==> src/sv/vgbs_pkg.sv <==
// Shared constants, types and helper functions of the vector grid bilinear sampler.
// No dependencies; every other file of the block but vgbs_ram imports this package.
`default_nettype none

package vgbs_pkg;

	// Grid and store geometry.
	localparam int GRID_MAX    = 64;
	localparam int STORE_DEPTH = GRID_MAX * GRID_MAX;
	localparam int ADDR_W      = $clog2(STORE_DEPTH);
	localparam int CELL_W      = $clog2(GRID_MAX);
	localparam int GRID_W      = $clog2(GRID_MAX + 1);

	// Field widths.
	localparam int PIX_W   = 12;
	localparam int VEC_W   = 16;
	localparam int NODE_W  = 2 * VEC_W;
	localparam int COORD_W = 6;
	localparam int CFG_W   = 12;
	localparam int NCFG_W  = 7;
	localparam int S_DATA_W = 72;
	localparam int M_DATA_W = 32;

	// Arithmetic widths.
	localparam int FRAC_W  = 16;
	localparam int PX_W    = PIX_W + GRID_W;
	localparam int QUO_W   = PX_W + FRAC_W;
	localparam int WGT_W   = FRAC_W + 1;
	localparam int MUL_A_W = 34;
	localparam int ACC_W   = MUL_A_W + WGT_W + 1;

	// Configuration register indexes.
	localparam logic [1:0] CFG_SCREEN_WIDTH  = 2'd0;
	localparam logic [1:0] CFG_SCREEN_HEIGHT = 2'd1;
	localparam logic [1:0] CFG_GRID_IN_USE   = 2'd2;

	// Item kinds carried on the input tuser.
	localparam logic FUNC_WRITE = 1'b0;
	localparam logic FUNC_QUERY = 1'b1;

	typedef enum logic [3:0] {
		ST_IDLE,
		ST_PX,
		ST_PY,
		ST_DIVX,
		ST_DIVY,
		ST_CHECK,
		ST_READ,
		ST_MAC,
		ST_FIN
	} state_t;

	typedef struct packed {
		logic en;
		logic clr;
	} mac_ctl_t;

	// Round a sum with 32 fraction bits to the nearest integer, half up,
	// and saturate it to a signed 16-bit value.
	function automatic logic [VEC_W-1:0] round_sat(input logic signed [ACC_W-1:0] sum);
		logic signed [ACC_W-1:0]  biased;
		logic signed [ACC_W-33:0] q;
		logic [VEC_W-1:0]         res;
		biased = sum + (ACC_W'(1) <<< 31);
		q = $signed(biased[ACC_W-1:32]);
		if (q > $signed((ACC_W-32)'(32767))) begin
			res = 16'h7fff;
		end else if (q < $signed(-(ACC_W-32)'(32768))) begin
			res = 16'h8000;
		end else begin
			res = q[VEC_W-1:0];
		end
		return res;
	endfunction

endpackage

`default_nettype wire

==> src/sv/vgbs_mac.sv <==
// Shared multiply-accumulate unit: a registered signed-by-unsigned product
// followed by an accumulator. Depends on vgbs_pkg for widths and the control struct.
`default_nettype none

module vgbs_mac import vgbs_pkg::*; (
	input  logic                      clk,
	input  logic                      arst_n,
	input  mac_ctl_t                  ctl,
	input  logic signed [MUL_A_W-1:0] a,
	input  logic [WGT_W-1:0]          b,
	output logic signed [ACC_W-1:0]   prod,
	output logic signed [ACC_W-1:0]   acc
);

	mac_ctl_t                ctl_s1;
	logic signed [ACC_W-1:0] prod_s1;
	logic signed [ACC_W-1:0] acc_q;

	always_ff @(posedge clk or negedge arst_n) begin
		if (!arst_n) begin
			ctl_s1 <= '0;
		end else begin
			ctl_s1 <= ctl;
		end
	end

	always_ff @(posedge clk) begin
		if (ctl.en) begin
			prod_s1 <= a * $signed({1'b0, b});
		end
		if (ctl_s1.en) begin
			acc_q <= (ctl_s1.clr ? '0 : acc_q) + prod_s1;
		end
	end

	assign prod = prod_s1;
	assign acc  = acc_q;

endmodule

`default_nettype wire

==> config.mk <==
export PLATFORM = sky130hd
export DESIGN_NAME = vgbs_mac
export DESIGN_NICKNAME = d
export VERILOG_FILES = /design/src/sv/vgbs_pkg.sv /design/src/sv/vgbs_mac.sv
export SDC_FILE = /design/constraint.sdc
export NUM_CORES = 2
export LEC_CHECK = 0
export BUFFER_PORTS_ARGS = -buffer_cell sky130_fd_sc_hd__clkbuf_2
export CORE_UTILIZATION = 46
export DETAILED_ROUTE_END_ITERATION = 6
export GPL_ROUTABILITY_DRIVEN = 0
export MAX_ROUTING_LAYER = met4
export PLACE_DENSITY = 0.7
export SYNTH_ARGS = -nofsm -noshare
export SYNTH_HDL_FRONTEND = slang
export SYNTH_SLANG_ARGS = --single-unit
==> constraint.sdc <==
create_clock -name clk -period 6.35 [get_ports clk]
set_input_delay 0 -clock clk [delete_from_list [all_inputs] [get_ports clk]]
set_output_delay 0 -clock clk [all_outputs]
set_load 0.01 [all_outputs]
# Word-level counts from Yosys, hierarchy flattened
# Index checks and enable logic that the tools add are counted.
# word_totals
n_memories	0
latch_bits	0
inputBits	55
reg_bits	106
mem_bits_ro	0
ramBits	0
output_inout_bits	104
elab_cells	7
# classes
n_bitwise	0
multipliers	1
n_div	0
addsub	1
reduce_logical	0
n_shift	0
magnitude_cmp	0
eq_ne	0
mux	1
# op_table
operator	count
$add A52 B52 Y52	1
$mul A34 B18 Y52	1
$mux W52	1

# Logic depth before layout (Yosys ltp)
# depth
depth_word	2
ltp_mapped	26
mapped_depth_nobuf	25

# Least setup slack after synthesis
# No wires, ideal clock.
# synth_path
path_type	input to register
startpoint	input b[9]
endpoint	register prod_s1[48] (netlist: prod[48]) (data pin)
required_time_ps	6090
cell_stages	23
n_path_buf	2
setup_ps	260
setup_slack_ps	281
arrival_time_ps	5810
cell_sequence	clkbuf_1 > clkbuf_1 > nand2_1 > fa_1 > inv_1 > fa_1 > fa_1 > fa_1 > fa_1 > inv_1 > fa_1 > inv_1 > ha_1 > a22o_1 > or4_1 > a31oi_1 > a211oi_1 > o21bai_1 > a41oi_1 > a31oi_1 > o21bai_1 > a21oi_1 > xnor2_1
# synth_via
elab_chain_cells	1
# synth_lines
element	line	rtl
start: declaration	vgbs_mac.sv:10	input logic [WGT_W-1:0] b,
$mul A34 B18 Y52	vgbs_mac.sv:29	prod_s1 <= a * $signed({1'b0, b});
end signal: assignment	vgbs_mac.sv:29	
end: declaration	vgbs_mac.sv:16	logic signed [ACC_W-1:0] prod_s1;
# No other way between the ends.
# A chain may end at the register's enable or synchronous reset.

# Worst setup path after layout
# layout_path
startpoint	input b[3]
endpoint	register prod_s1[38] (netlist: prod[38]) (data pin)
# Same word-level chain as after synthesis.

==> flow_summary.ini <==
[synth]
synth_nets = 3610
ys_warn_count = 0
syn_inst = 2830
syn_area_per_cell_sq_um = 9.24
ys_ff_latch = 106
synth.area.top_cells = fa_1, edfxtp_1, inv_1, ha_1, nand2_1
synth_edf_count = 104
yosys.area.top_type = fa_1
synth_top_area_share_pct = 42.2
netlist_area_sq_um = 26200
postSynth.asyncResetShare_pct = 1.89
ys.flop_type = edfxtp_1
ys_seq_area_share_pct = 12.1
yosys.cell_types.count = 63

[setup_path]
worstSetupStartpointType = primary input
worstPathMaxFanout = 13
worst-setup-path-type = in2reg
crit_arrival_ns = 6.15
worstPathRequired_ns = 6.47
cp-end-kind = register

[route]
routed_wl_um = 65000
wl_met2_um = 28600
drt_iter0_drc = 1161
wl_met3_um = 5580
viasPerCell = 5.08
wl_met1_um = 29800
top_layer_used = met4
vias = 19200
drt.antenna.violating_nets = 0
first_pass_iters = 5
drc = 0
routedWlPerCell_um = 17.2

[layout]
syn2layout_area_growth_pct = 10.7
drive_gt1_share_pct = 11.1
diodes = 0
final_area_sq_um = 29000
nets = 3808
instances_no_fill = 3789
final_util_pct = 51.5

[cts]
cts_buffer_depth = 2
cts_tree = yes
cts_buffers = 9
clk_pin_slew_ns = 0.08
post_cts_buffers = 0
clk_latency_ns = 0.38
cts-root-buf = clkbuf_16
htreeDepth = 3
cts.sinks = 106

[die]
ios = 159
coreArea_sq_um = 56300
die_h_um = 240
fp.dieArea_sq_um = 57800
start_util_pct = 46.5
rows = 87
die_w_um = 240

[timing]
hold_viol = 0
period_share_pct = 95.0
slew_violations = 0
rsz0062_at_grt = no
finalClockSkew_ns = 0.0146
worstMarginPinSlew_ns = 0.847
setup_viol = 0
finalSetupTns_ns = 0
slew_headroom_pct = 43.6
fmax_mhz = 166
period_needed_ns = 6.04

[placed_design]
port_buffers = 158
dp.cells = 3770
dpl.hpwl_um = 55100
placed_cell_area_sq_um = 28600

[grt]
gr-total-overflow = 0
grt_pass1_vias = 20000
antenna_found_initial = 0
grt_pass1_wl_um = 106000
track_usage_pct = 24.3
grt_start_max_net_pins = 54

[worst_hold_path]
hold_path.class = in2reg

[run]
cap_viol_max_count = 0

[run_status]
status = complete, no violations
==> per-layer routing <==
layer  up-vias  global-route usage [%]
li1       8942                       -
met1      9575                    33.9
met2       653                    36.5
met3        69                    5.34
met4         0                    5.08
met5         -                       -
==> synth_stat cells (2+ instances only) <==
cell type and number:
a21boi_0 2, nand4_1 10, clkbuf_1 114, o21ai_1 10
or4_1 2, a211oi_1 10, buf_2 2, nor2_1 51
or3_1 3, a21oi_1 89, xor2_1 22, nor2b_1 60
a221oi_1 2, o31ai_1 6, ha_1 173, nand2_1 409
o2bb2ai_1 2, and3_1 10, o21a_1 15, nor3b_1 2
a221o_1 2, dfrtp_1 2, and2_1 233, fa_1 552
a211o_1 3, nand2b_1 15, a31oi_1 15, edfxtp_1 104
a2111oi_0 2, o31ai_4 2, inv_1 643, o211ai_1 5
or2_2 4, o21ai_0 43, a41oi_1 2, nor3_1 14
a311o_1 3, a21o_1 57, nand3_1 24, o21bai_1 18
xnor2_1 68, o31a_1 4
==> cells by family after synthesis <==
group | after synthesis | synth area share, %
multiplexers | 1 | 0.0383
adder cells (fa/ha/maj) | 725 | 50.5
XOR/XNOR | 90 | 3.01
buffers and inverters | 759 | 10.9
AND/OR/NAND/NOR | 841 | 15.6
flip-flops | 106 | 12.1
AO/OA/AOI/OAI | 308 | 7.84
==> area by class of cell <==
type	count	area [sq um]
Clock buffer	9	225
Clock inverter	7	97.6
Fill cell	5122	27300
Inverter	643	2410
Multi-Input combinational cell	1965	20200
Sequential cell	106	3180
Tap cell	756	946
Timing Repair Buffer	303	1960
==> path summary, 6_finish.rpt <==
kind | startpoint | to | slack [ns] | depth (start not counted)
min in group asynchronous | arst_n | ctl_s1[1] | 0.50 | 3
worst max register to register | ctl_s1[0] | acc[48] | 2.13 | 14
max in group asynchronous | arst_n | ctl_s1[0] | 5.71 | 3
worst max-delay path | b[3] | prod[38] | 0.31 | 23
worst min-delay path | ctl[1] | ctl_s1[1] | 0.13 | 2
worst min register to register | prod[0] | acc[0] | 0.57 | 1
==> state kept, by name, indices dropped and copies added (netlist names) <==
name    count
acc        52
prod       52
ctl_s1      2
==> layout by cell type, fill, tap and decap left out, types with 6 or more instances in the layout <==
cell       synthesis  final
o21ai_1           10     10
buf_4              0    136
a21oi_1           89     89
clkbuf_2           0    157
and3_1            10     10
xnor2_1           68     68
and2_1           233    233
nand2b_1          15     15
xor2_1            22     22
nand3_1           24     24
o21bai_1          18     17
nor2b_1           60     60
clkbuf_16          0      9
inv_1            643    643
nor2_1            51     51
nand2_1          409    409
o31ai_1            6      6
ha_1             173    173
a31oi_1           15     15
edfxtp_1         104    104
fa_1             552    552
nor3_1            14     14
a21o_1            57     57
buf_12             0      6
o21a_1            15     15
o21ai_0           43     43
nand4_1           10     10
a211oi_1          10      9
==> critical path, stage by stage <==
cell      delay, ns
buf_2          0.32
nand2_1        0.15
fa_1           0.54
fa_1           0.52
fa_1           0.52
inv_1          0.05
fa_1           0.48
fa_1           0.49
inv_1          0.05
fa_1           0.49
inv_1          0.05
ha_1           0.33
a22o_1         0.20
or4_1          0.45
a31oi_1        0.27
a211oi_2       0.15
buf_4          0.15
nor2_1         0.13
o21bai_1       0.12
a31o_2         0.26
a21o_1         0.17
a21oi_1        0.17
xnor2_1        0.08
==> stage by stage <==
stage | hold WS, ns | worst slack (ns)
floorplan | -0.296 | 0.281
global placement | -0.188 | -0.0715
detailed placement | -0.191 | -0.157
CTS | 0.143 | 0.242
global route | 0.183 | 0.0112
finish | 0.134 | 0.315
==> what timing repair did <==
item,in CTS,in global routing
hold buffers,3,0
resized for setup,0,4
setup endpoints to repair,0,3
endpoints found under the hold margin,3,0
Power is left out: the tool's default activity adds up to more than one toggle a clock period on the data nets, which glitch-free logic cannot reach.
