==> config.mk <==
export PLATFORM = sky130hd
export DESIGN_NAME = vgbs_div
export DESIGN_NICKNAME = d
export VERILOG_FILES = /design/src/sv/vgbs_pkg.sv /design/src/sv/vgbs_div.sv
export SDC_FILE = /design/constraint.sdc
export NUM_CORES = 1
export LEC_CHECK = 0
export BUFFER_PORTS_ARGS = -buffer_cell sky130_fd_sc_hd__buf_2
export CORE_MARGIN = 2
export CORE_UTILIZATION = 53
export DETAILED_ROUTE_END_ITERATION = 6
export PLACE_DENSITY = 0.91
export SYNTH_ARGS = -nofsm -noshare
export SYNTH_HDL_FRONTEND = slang
export SYNTH_SLANG_ARGS = --single-unit
==> constraint.sdc <==
create_clock -name clk -period 3.6 [get_ports clk]
set_clock_uncertainty 0.15 [all_clocks]
set_input_delay 0.18 -clock clk [delete_from_list [all_inputs] [get_ports clk]]
set_output_delay 0.18 -clock clk [all_outputs]
set_load 0.05 [all_outputs]
==> src/sv/vgbs_pkg.sv <==
// Shared constants, types and helper functions of the vector grid bilinear sampler.
// No dependencies; every other file of the block but vgbs_ram imports this package.
`default_nettype none

package vgbs_pkg;

	// Grid and store geometry.
	localparam int GRID_MAX    = 64;
	localparam int STORE_DEPTH = GRID_MAX * GRID_MAX;
	localparam int ADDR_W      = $clog2(STORE_DEPTH);
	localparam int CELL_W      = $clog2(GRID_MAX);
	localparam int GRID_W      = $clog2(GRID_MAX + 1);

	// Field widths.
	localparam int PIX_W   = 12;
	localparam int VEC_W   = 16;
	localparam int NODE_W  = 2 * VEC_W;
	localparam int COORD_W = 6;
	localparam int CFG_W   = 12;
	localparam int NCFG_W  = 7;
	localparam int S_DATA_W = 72;
	localparam int M_DATA_W = 32;

	// Arithmetic widths.
	localparam int FRAC_W  = 16;
	localparam int PX_W    = PIX_W + GRID_W;
	localparam int QUO_W   = PX_W + FRAC_W;
	localparam int WGT_W   = FRAC_W + 1;
	localparam int MUL_A_W = 34;
	localparam int ACC_W   = MUL_A_W + WGT_W + 1;

	// Configuration register indexes.
	localparam logic [1:0] CFG_SCREEN_WIDTH  = 2'd0;
	localparam logic [1:0] CFG_SCREEN_HEIGHT = 2'd1;
	localparam logic [1:0] CFG_GRID_IN_USE   = 2'd2;

	// Item kinds carried on the input tuser.
	localparam logic FUNC_WRITE = 1'b0;
	localparam logic FUNC_QUERY = 1'b1;

	typedef enum logic [3:0] {
		ST_IDLE,
		ST_PX,
		ST_PY,
		ST_DIVX,
		ST_DIVY,
		ST_CHECK,
		ST_READ,
		ST_MAC,
		ST_FIN
	} state_t;

	typedef struct packed {
		logic en;
		logic clr;
	} mac_ctl_t;

	// Round a sum with 32 fraction bits to the nearest integer, half up,
	// and saturate it to a signed 16-bit value.
	function automatic logic [VEC_W-1:0] round_sat(input logic signed [ACC_W-1:0] sum);
		logic signed [ACC_W-1:0]  biased;
		logic signed [ACC_W-33:0] q;
		logic [VEC_W-1:0]         res;
		biased = sum + (ACC_W'(1) <<< 31);
		q = $signed(biased[ACC_W-1:32]);
		if (q > $signed((ACC_W-32)'(32767))) begin
			res = 16'h7fff;
		end else if (q < $signed(-(ACC_W-32)'(32768))) begin
			res = 16'h8000;
		end else begin
			res = q[VEC_W-1:0];
		end
		return res;
	endfunction

endpackage

`default_nettype wire

==> src/sv/vgbs_div.sv <==
// Bit-serial restoring divider, one quotient bit per cycle.
// Depends on vgbs_pkg for the dividend and divisor widths.
`default_nettype none

module vgbs_div import vgbs_pkg::*; (
	input  logic             clk,
	input  logic             arst_n,
	input  logic             start,
	input  logic [QUO_W-1:0] dividend,
	input  logic [CFG_W-1:0] divisor,
	output logic             done,
	output logic [QUO_W-1:0] quotient
);

	localparam int CNT_W = $clog2(QUO_W + 1);

	logic [CNT_W-1:0] cnt_q;
	logic             done_q;
	logic [CFG_W-1:0] rem_q;
	logic [CFG_W-1:0] dvs_q;
	logic [QUO_W-1:0] quo_q;
	logic [CFG_W:0]   trial;
	logic             fits;

	// The quotient register starts as the dividend and shifts quotient bits in.
	assign trial = {rem_q, quo_q[QUO_W-1]};
	assign fits  = (trial >= {1'b0, dvs_q});

	always_ff @(posedge clk or negedge arst_n) begin
		if (!arst_n) begin
			cnt_q  <= '0;
			done_q <= 1'b0;
		end else begin
			done_q <= (cnt_q == CNT_W'(1));
			if (start) begin
				cnt_q <= CNT_W'(QUO_W);
			end else if (cnt_q != '0) begin
				cnt_q <= cnt_q - CNT_W'(1);
			end
		end
	end

	always_ff @(posedge clk) begin
		if (start) begin
			quo_q <= dividend;
			rem_q <= '0;
			dvs_q <= divisor;
		end else if (cnt_q != '0) begin
			quo_q <= {quo_q[QUO_W-2:0], fits};
			rem_q <= fits ? CFG_W'(trial - {1'b0, dvs_q}) : trial[CFG_W-1:0];
		end
	end

	assign done     = done_q;
	assign quotient = quo_q;

endmodule

`default_nettype wire

# Word-level counts from Yosys, hierarchy flattened
# Index checks and enable logic that the tools add are counted.
# word_totals
register_bits,66
inputBits,50
out_inout_bits,36
elab_cells,16
# classes
add_sub_neg,2
n_lt_le_gt_ge,1
eq_ne,1
muxes,5
n_reduce_logical,2
# ops
operator,count
35-bit two-way mux,2
13-bit by 12-bit >= comparator with 1-bit output,1
12-bit two-way mux,1
6-bit two-way mux,2
12-bit subtractor,1
"6-bit by 1-bit equality test with 1-bit output, second input constant",1
6-bit nonzero test,1
"6-bit by 1-bit subtractor with 6-bit output, second input constant",1
2-bit nonzero test,1

# Logic depth before layout (Yosys ltp)
# depth
word_depth,3
ltp_mapped,9
depth_no_buf,9

# Worst setup path before layout
# No wires, ideal clock.
# synth_timing
kind,register -> register
start,"register quo_q[34], in the netlist quotient[34]"
end,register rem_q[6]
setup_time_ns,0.091
arrival_ns,2.393
required_time_ns,3.359
path_slack_ns,0.966
path_stages_with_launch,10
path_buffers,0
period_less_slack_ns,2.634
path_cell_list,edfxtp_1 inv_1 ha_1 fa_1 nor2b_1 o31a_1 o21a_1 nor3_1 or3b_1 a311oi_1
# synth_between
elab_chain_cells,2
word_cells_on_any_way,3
classes_between,1 x add/sub; 1 x order compare; 1 x mux
# synth_rtl
element,line,source
start: declaration,vgbs_div.sv:21,logic [QUO_W-1:0] quo_q;
start signal: assignment,vgbs_div.sv:45,quo_q <= dividend;
start signal: assignment,vgbs_div.sv:49,"quo_q <= {quo_q[QUO_W-2:0], fits};"
12-bit subtractor / 13-bit by 12-bit >= comparator with 1-bit output (equally long branches),"vgbs_div.sv:50, vgbs_div.sv:27",
12-bit two-way mux (*),vgbs_div.sv:50,"rem_q <= fits ? CFG_W'(trial - {1'b0, dvs_q}) : trial[CFG_W-1:0];"
end signal: assignment,vgbs_div.sv:50,
end: declaration,vgbs_div.sv:19,logic [CFG_W-1:0] rem_q;
# Every way passes the cells marked *; elsewhere a longest branch is shown, timed or not.
# A chain may end at the register's enable or synchronous reset.

# Worst setup path after layout
# layout_timing
start,register dvs_q[1]
end,register rem_q[1]
# layout_between
elab_chain_cells,2
word_cells_on_any_way,3
classes_between,1 x add/sub; 1 x order compare; 1 x mux
# layout_rtl
element,line,source
start: declaration,vgbs_div.sv:20,logic [CFG_W-1:0] dvs_q;
start signal: assignment,vgbs_div.sv:47,dvs_q <= divisor;
12-bit subtractor / 13-bit by 12-bit >= comparator with 1-bit output (equally long branches),"vgbs_div.sv:50, vgbs_div.sv:27",
12-bit two-way mux (*),vgbs_div.sv:50,
# Marks and branches as above.

==> flow_metrics.py <==
metrics = {
    "global_routing": {
        "grt_max_degree": 39,
        "global_route.usage.total_pct": 26.4,
        "grt_pass1_vias": 2868,
        "antenna_found_initial": 1,
        "grt_pass1_wl_mm": 14.2,
        "gr-total-overflow": 0,
    },
    "timing": {
        "setup_tns_ps": 0,
        "tightest_slew_ps": 957,
        "hold_violations": 0,
        "whs_ps": 1.28,
        "rsz0062_at_grt": "false",
        "max_freq_mhz": 368,
        "max_slew_margin_pct": 36.0,
        "setup_viol_count_final": 0,
        "fin_crit_ps": 2720,
        "post-route-period-util_pct": 75.6,
        "drv_slew": 0,
    },
    "power": {
        "p_switching_w": 0.000921,
        "swShare_pct": 35.6,
        "p_per_area_nw_per_um2": 576,
        "ir_drop_mv": 0.442,
        "combPwrFrac_pct": 32.5,
        "clock_power_share_pct": 28.6,
        "p_leak_nw": 1.98,
        "p_int_w": 0.00167,
        "power_frac_seq_pct": 38.8,
    },
    "worst_setup_path": {
        "crit_arrival_ps": 2810,
        "worstPathCellList": "inv_1, ha_1, nor2b_1, o31ai_2, a311oi_2, nor2_2, nor4_1, a311o_1",
        "crit_fanout": 15,
        "reg2reg_depth": 8,
        "reg2reg_setup_slack_ps": 880,
        "crit_cells": 8,
        "cp-startpoint": "dvs_q[1]",
        "regToRegStartpoint": "dvs_q[1]",
        "max_stage_delay_ps": 570,
        "path_buf_inv": 1,
        "cp-end-kind": "flip-flop",
        "cp-start-kind": "flip-flop",
        "crit_path_end": "rem_q[1]",
        "cp.required_ps": 3690,
        "r2r-end": "rem_q[1]",
        "critical_path.top_delay_family": "compound AO/OA/AOI/OAI gates",
        "crit_slowest_cell": "nor2_2",
        "crit_type": "reg -> reg",
    },
    "yosys": {
        "syn_nets": 334,
        "synth-adder-area-share_pct": 5.93,
        "yosys.area_share.simple_pct": 10.3,
        "yosysMostFrequentCell": "edfxtp_1",
        "synth-warning-count": 0,
        "syn_area_per_cell_sq_um": 12.2,
        "synth-compound-area-share_pct": 10.3,
        "syn-cell-area_sq_um": 3290,
        "ys_ff_latch": 66,
        "synth_edf_count": 47,
        "synth_cells": 269,
        "muxShareOfSynthArea_pct": 12.3,
        "synth_cell_type_count": 48,
        "synthXorXnorAreaFrac_pct": 2.66,
        "synth_top_cell_by_area": "edfxtp_1",
        "ys_async_sr_fraction_pct": 10.6,
        "synthTopCellsByArea": "edfxtp_1 (43%), mux2_1 (12%), dfxtp_1 (7.3%)",
        "yosys-top-cells-count": "edfxtp_1 (47), mux2_1 (34), nand2_1 (23)",
        "synth_ff_type": "edfxtp_1",
        "synth_top_area_share_pct": 42.9,
        "ys_seq_area_share_pct": 55.5,
        "synth_top_family_by_area": "multiplexers",
    },
    "clocking": {
        "cts_tree": "yes",
        "cts.sinks": 66,
        "clock_latency_ps": 370,
        "cts.reportedPaths.clkPinSlew_ps": 70,
        "cts_buffers": 9,
        "cts-root-buf": "clkbuf_8",
        "postCtsSetupBuffers": 0,
        "clockBufferDepth": 2,
        "htreeDepth": 3,
    },
    "layout": {
        "syn2layout_area_growth_pct": 36.6,
        "drive_above_1_share_pct": 26.3,
        "nets": 470,
        "fillCellCount": 347,
    },
    "floorplanning": {
        "die_x_um": 82.8,
        "initial_utilization_pct": 55.3,
        "die_h_um": 82.8,
        "io_pins": 86,
        "core.rowCount": 28,
        "die-area_sq_um": 6860,
        "core_sq_um": 5960,
    },
    "worst_hold_path": {
        "min_path_cells": 2,
        "hp-class": "in -> reg",
    },
    "place": {
        "hpwl_mm": 4.92,
        "routabilityCongestion": 0.810,
        "io_buffers": 85,
    },
    "drt": {
        "drt.antenna.violating_nets": 0,
        "routed_wl_mm": 8.86,
        "via_per_inst": 5.67,
        "vias": 2755,
        "first_iter_violations": 228,
        "firstDrtPassIters": 7,
        "routedWlPerCell_um": 18.2,
        "post-route-drc-count": 1,
    },
    "run_status": {
        "status": "complete, but fails checks",
        "failed_checks": "design-rule violations",
    },
    "job": {
        "max_cap_viol_count": 0,
    },
}
-- cells in the final DEF, fill, tap and decap left out, types with 2 or more instances in the layout --
cell / n
nor4_1: 2
a311oi_1: 9
a21oi_1: 7
nand2b_1: 3
nor2b_1: 4
o21ai_1: 2
bufinv_16: 2
edfxtp_1: 47
o211a_1: 2
xnor2_1: 7
nand2_1: 23
inv_1: 16
o31ai_1: 2
nand3_1: 4
o21ai_0: 6
dfxtp_1: 12
and3_1: 4
nor3_1: 5
dfrtp_1: 7
nor2_1: 18
ha_1: 14
xor2_1: 3
buf_4: 3
a211oi_1: 2
buf_2: 85
clkbuf_8: 11
mux2_1: 34
dlygate4sd3_1: 47
a41oi_1: 2
o21a_1: 3
-- worst min-delay path by stage --
stage	slack [ps]	from	end
global placement	-130	arst_n	done
global route	10	dividend[2]	quotient[2]
floorplan	-270	arst_n	cnt_q[0]
finish	1	dividend[2]	quotient[2]
CTS	4	dividend[2]	quotient[2]
detailed placement	-130	arst_n	done
-- cell families (layout without fill, tap and decap cells) --
kind of cell,count (synthesis),count (layout)
mux,36,36
compound gates,45,45
flops,66,66
simple gates,71,71
fa+ha+maj,15,15
buf+inv,26,167
xor+xnor,10,10
other cells,0,1
-- area by class of cell --
cell class | instances | area, sq um | area share (%)
repair buffers | 135 | 918 | 20.4
clock inverters | 4 | 73.8 | 1.64
flip-flops and latches | 66 | 1830 | 40.6
clock buffers | 12 | 155 | 3.45
well taps | 75 | 93.8 | 2.09
multi-input cells | 177 | 1370 | 30.4
inverters | 16 | 60.1 | 1.34
diodes | 1 | 2.50 | 0.0556
-- flip-flops by register name, indices dropped and copies added, names as in the netlist --
signal	count
quotient	35
rem_q	12
done	1
cnt_q	6
dvs_q	12
-- layer usage --
metal	routed length (um)	track usage [%]	vias to the layer above
met2	4640	45.8	137
met3	520	4.87	34
met4	426	15.6	0
met5	0	0	-
li1	-	-	1269
met1	3280	30.3	1315
-- worst register-to-register path: stages, from the launching register on --
cell and delay, ps:
edfxtp_1 430, inv_1 80, ha_1 220, nor2b_1 160, o31ai_2 350, a311oi_2 200
nor2_2 570, nor4_1 120, a311o_1 340
-- timing repair --
item / in CTS / in global routing
hold endpoints to repair: 53 / 0
resized for setup: 0 / 0
hold buffers: 47 / 0
setup endpoints to repair: 0 / 0
-- stage by stage --
stage	utilization [%]	cell area (sq um)	std cells	power, W	setup slack, ps
after detailed placement	63.7	3790	422	0.00177	1020
after global routing	75.5	4500	486	0.00269	708
after global placement	63.7	3790	422	0.00174	1100
final	75.5	4500	486	0.00259	879
after CTS	75.5	4490	485	0.00252	1010
after floorplan	-	3290	269	0.00160	966
-- power groups by stage --
stage                     Sequential [W]  Clock [W]  Combinational (W)
final                            0.00101   0.000742           0.000842
after CTS                       0.000999   0.000723           0.000801
after global routing             0.00102   0.000771           0.000900
after detailed placement         0.00101          0           0.000757
after global placement           0.00101          0           0.000734
after floorplan                  0.00117          0           0.000428
(Power assumes the default switching activity.)
